--- src/rtl/s2x_pkg.sv ---
// ----------------------------------------------------------------------------
// s2x_pkg
// Shared types and constants for the Scale2x pixel upscaler.
// ----------------------------------------------------------------------------
package s2x_pkg;

  localparam int MAX_WIDTH    = 1024;
  localparam int MAX_HEIGHT   = 1024;
  localparam int PIXEL_BITS   = 32;
  localparam int COL_BITS     = $clog2(MAX_WIDTH);
  localparam int ROW_BITS     = $clog2(MAX_HEIGHT);
  localparam int SIZE_BITS    = 11;
  localparam int CFG_IDX_BITS = 8;
  localparam int MIN_SIZE     = 3;

  localparam logic [CFG_IDX_BITS-1:0] REG_IMAGE_WIDTH  = CFG_IDX_BITS'(0);
  localparam logic [CFG_IDX_BITS-1:0] REG_IMAGE_HEIGHT = CFG_IDX_BITS'(1);

  typedef logic [PIXEL_BITS-1:0] pixel_t;

  // one line-store word: the two stored rows at one column
  typedef struct packed {
    pixel_t older;
    pixel_t prev;
  } line_pair_t;

  typedef struct packed {
    pixel_t top_left;
    pixel_t top_right;
    pixel_t bottom_left;
    pixel_t bottom_right;
  } quad_t;

endpackage

--- src/rtl/s2x_kernel.sv ---
// ----------------------------------------------------------------------------
// s2x_kernel
// Neighborhood window and the Scale2x rule for one center pixel.
// ----------------------------------------------------------------------------
module s2x_kernel
  import s2x_pkg::*;
(
  input  logic       clk,
  input  logic       rst,
  input  logic       advance,
  input  pixel_t     pixel,
  input  line_pair_t line,
  output quad_t      quad
);

  pixel_t win_left, win_center, win_above, win_below;
  pixel_t right;
  logic   active;

  // right neighbor is the row above the arriving pixel
  assign right  = line.prev;
  assign active = (win_above != win_below) && (win_left != right);

  always_comb begin
    quad.top_left     = win_center;
    quad.top_right    = win_center;
    quad.bottom_left  = win_center;
    quad.bottom_right = win_center;
    if (active) begin
      if (win_left == win_above)  quad.top_left     = win_left;
      if (win_above == right)     quad.top_right    = right;
      if (win_left == win_below)  quad.bottom_left  = win_left;
      if (win_below == right)     quad.bottom_right = right;
    end
  end

  always_ff @(posedge clk) begin
    if (rst) begin
      win_left   <= '0;
      win_center <= '0;
      win_above  <= '0;
      win_below  <= '0;
    end else if (advance) begin
      win_left   <= win_center;
      win_center <= line.prev;
      win_above  <= line.older;
      win_below  <= pixel;
    end
  end

endmodule

--- config.mk ---
export PLATFORM = sky130hd
export DESIGN_NAME = s2x_kernel
export DESIGN_NICKNAME = d
export VERILOG_FILES = /design/src/rtl/s2x_pkg.sv /design/src/rtl/s2x_kernel.sv
export SDC_FILE = /design/constraint.sdc
export NUM_CORES = 1
export LEC_CHECK = 0
export BUFFER_PORTS_ARGS = -buffer_cell sky130_fd_sc_hd__buf_2
export CAP_MARGIN = 20
export CORE_MARGIN = 3
export CORE_UTILIZATION = 55
export CTS_CLUSTER_SIZE = 12
export DETAILED_ROUTE_END_ITERATION = 10
export PLACE_DENSITY = 0.88
export SLEW_MARGIN = 20
export SYNTH_ARGS = -nofsm -noshare
export SYNTH_HDL_FRONTEND = slang
export SYNTH_SLANG_ARGS = --single-unit
export TNS_END_PERCENT = 1
--- constraint.sdc ---
create_clock -name clk -period 3 [get_ports clk]
set_clock_uncertainty 0.15 [all_clocks]
set_input_delay 0.3 -clock clk [delete_from_list [all_inputs] [get_ports clk]]
set_output_delay 0.3 -clock clk [all_outputs]
set_load 0.05 [all_outputs]
==> impl_metrics.tcl <==
set metrics [dict create \
    worstPathRequired_ps 2550 \
    clock_latency_ps 410 \
    drt_iter0_drc 634 \
    r2r-start "win_left[30]" \
    final_layout_size_suffix_gt1_share_pct 45.00 \
    clock_sinks 128 \
    critPathKind "reg2out" \
    num-nets-final 1235 \
    peakVddDrop_uv 378.1 \
    portBuffers 226 \
    cp_max_fo 10 \
    endpoint_kind "output port" \
    first_pass_iters 5 \
    pwr-share-seq_pct 34.2 \
    drc 0 \
    synth.avg_cell_area_um2 10.63 \
    maxSlewViolCount 0 \
    cp_slowest_cell "dfxtp_1" \
    fp.dieW_um 135.9 \
    grt_pass1_wl_um 48340 \
    place_ws_ps 94.50 \
    antenna_found_initial 0 \
    drt_wl_total_um 32420 \
    holdPathStages 3 \
    clockRootBuffer "clkbuf_16" \
    synthToLayoutAreaGrowth_pct 37.02 \
    crit_arrival_ps 2770 \
    combinationalPowerShare_pct 27.9 \
    postSynth.asyncResetShare_pct 0 \
    leakagePower_nw 6.357 \
    path_clk_slew_ps 60 \
    timing.rr.end "win_left[30]" \
    die_h_um 135.9 \
    yosysUniqueCellTypes 20 \
    hp-class "in2reg" \
    fmax_mhz 310.2 \
    clock_power_share_pct 37.9 \
    rsz0062_at_grt "true" \
    switchingPower_mw 1.826 \
    syn-cell-area_um2 9284 \
    boundaryPins 227 \
    slew_headroom_pct 57.39 \
    grt_max_degree 70 \
    cp_slowest_stage_delay_ps 520 \
    worst_pin_slew_ps 639.1 \
    gp_congestion 1.022 \
    dpl-instance-area_um2 10260 \
    grt_pass1_vias 8276 \
    grt-ovfl-total 0 \
    rows 46 \
    path_buf_inv 3 \
    post-route-period-util_pct 107.4 \
    cap_violations 0 \
    violations "negative setup slack" \
    final_util_pct 78.66 \
    layout_min_cycle_time_ps 3223 \
    synth-seq-cells 128 \
    synthDominantCellAreaShare_pct 27.60 \
    dp_hpwl_um 20810 \
    status "complete, but fails checks" \
    crit_family "simple AND/OR/NAND/NOR gates" \
    cp-start-kind "flop" \
    yosysSeqAreaShare_pct 27.60 \
    design.die.area_um2 18470 \
    start_util_pct 57.40 \
    rrSetupSlack_ps 1930 \
    clk_path_buf_depth 2 \
    swShare_pct 31.96 \
    wl_per_cell_um 23.75 \
    min_to "win_above[17]" \
    cts_buffers 17 \
    synth.area.top_cells "dfxtp_1 (28%), mux2_4 (19%), xor2_1 (18%)" \
    synth_area_leader_cell "dfxtp_1" \
    track_usage_pct 34.77 \
    final-hold-violation-count 0 \
    yosysWarningCount 0 \
    postRouteAntennaNets 0 \
    htree_levels 4 \
    setup_slack_ps -223.5 \
    cellPowerDensity_nw_per_um2 449.2 \
    vias 7779 \
    hold_start "line[49]" \
    synth_nets 972 \
    cts_tree "done" \
    fin_area_um2 12720 \
    setup_viol 128 \
    path_cells "xor2_1, nor4_1, nand4_1, nor3_4, buf_4, buf_12, mux2_2, buf_2" \
    postSynthCellCount 873 \
    antennaDiodeCount 0 \
    p_int_mw 3.888 \
    ff2ff_path_depth 3 \
    ys.flop_type "dfxtp_1" \
    synth_edf_count 0 \
    core_um2 16170 \
    viasPerCell 5.699 \
]
## power groups by stage
stage | clock network [mW] | registers [mW] | logic, mW
finish | 2.16 | 1.95 | 1.60
CTS | 2.17 | 1.94 | 1.54
floorplan | 0 | 1.92 | 1.02
global route | 2.26 | 1.96 | 1.66
detailed placement | 0 | 1.97 | 1.30
global placement | 0 | 1.96 | 1.29
## through the flow
step	cells	power (mW)	TNS [ps]	hold WS, ps
6_report	1365	5.714	-23270	6.847
5_1_grt	1365	5.877	-33890	11.12
4_1_cts	1365	5.646	-17920	2.427
3_5_place_dp	1261	3.267	0	391.6
3_3_place_gp	1261	3.253	0	381.8
2_1_floorplan	873	2.943	0	297.6
## state kept, by name (all words and copies together) (netlist names)
name / count
win_above: 32
win_below: 32
win_center: 32
win_left: 32
## synth_stat cells, types with 8 or more instances
| library cell | number |
|---|---|
| clkbuf_1 | 18 |
| nor4_1 | 44 |
| buf_1 | 10 |
| mux2i_1 | 128 |
| mux2_2 | 8 |
| buf_4 | 23 |
| dfxtp_1 | 128 |
| nand4_1 | 12 |
| buf_2 | 17 |
| buf_12 | 13 |
| mux2_4 | 120 |
| nor2_1 | 128 |
| xor2_1 | 192 |
| buf_6 | 15 |
## metal layers
layer	vias up	global-route usage (%)	wire length [µm]
met5	-	0	0
met4	0	14.95	1416
met3	107	8.586	2622
met2	440	61.50	16230
met1	3766	39.83	12150
li1	3466	-	-
## area by class of cell
| type | count | area [µm²] |
|---|---|---|
| Clock buffer | 21 | 450.4 |
| Clock inverter | 11 | 162.7 |
| Sequential cell | 128 | 2613 |
| Timing Repair Buffer | 348 | 3261 |
| Fill cell | 946 | 3452 |
| Tap cell | 216 | 270.3 |
| Multi-Input combinational cell | 641 | 5964 |
## tightest hold or removal path, cell delays in order
cell and delay [ps]:
buf_2 90, mux2i_1 70, nor2_1 80
## layout by cell type, fill, tap and decap left out
cell           instances
buf_12                 7
dfxtp_4                1
xor2_2                 4
mux2_4               122
clkinv_2               4
bufinv_16              4
clkbuf_8               1
mux2_2                 6
o22ai_4                1
buf_6                132
nor3_4                 4
clkinvlp_4             3
dlygate4sd3_1         56
dfxtp_1               90
clkbuf_16             17
buf_8                  9
nor4_2                21
buf_16                 5
buf_2                 97
clkbuf_1               3
mux2i_1              128
nor4_1                27
dfxtp_2               37
xor2_1               188
buf_4                 42
nor2_1               128
nand4_1               12
## worst max path at each step
stage	startpoint	endpoint	slack [ps]	depth (start not counted)
floorplan	line[0]	quad[100]	570	8
global placement	line[16]	quad[24]	30	10
detailed placement	line[16]	quad[21]	90	10
CTS	win_below[27]	quad[107]	-170	11
global route	win_below[11]	quad[105]	-290	10
finish	win_left[24]	quad[32]	-220	8
## cell families (layout without fill, tap and decap cells)
| kind of cell | after synthesis | after routing | share of synthesized area (%) |
|---|---|---|---|
| AOI/OAI and AO/OA | 1 | 1 | 0.2156 |
| xor gates and xnor gates | 192 | 192 | 18.11 |
| buffers and inverters | 104 | 380 | 9.703 |
| DFF | 128 | 128 | 27.60 |
| muxes | 256 | 256 | 34.18 |
| and+or+nand+nor | 192 | 192 | 10.19 |
## repair_timing
action	in CTS	in global routing
resized for setup	321	22
buffers inserted	12	0
gates cloned	5	0
pin swaps	12	2
hold endpoints to repair	56	0
hold buffers	56	0
endpoints found under the setup margin	128	128
(Power assumes the default switching activity.)
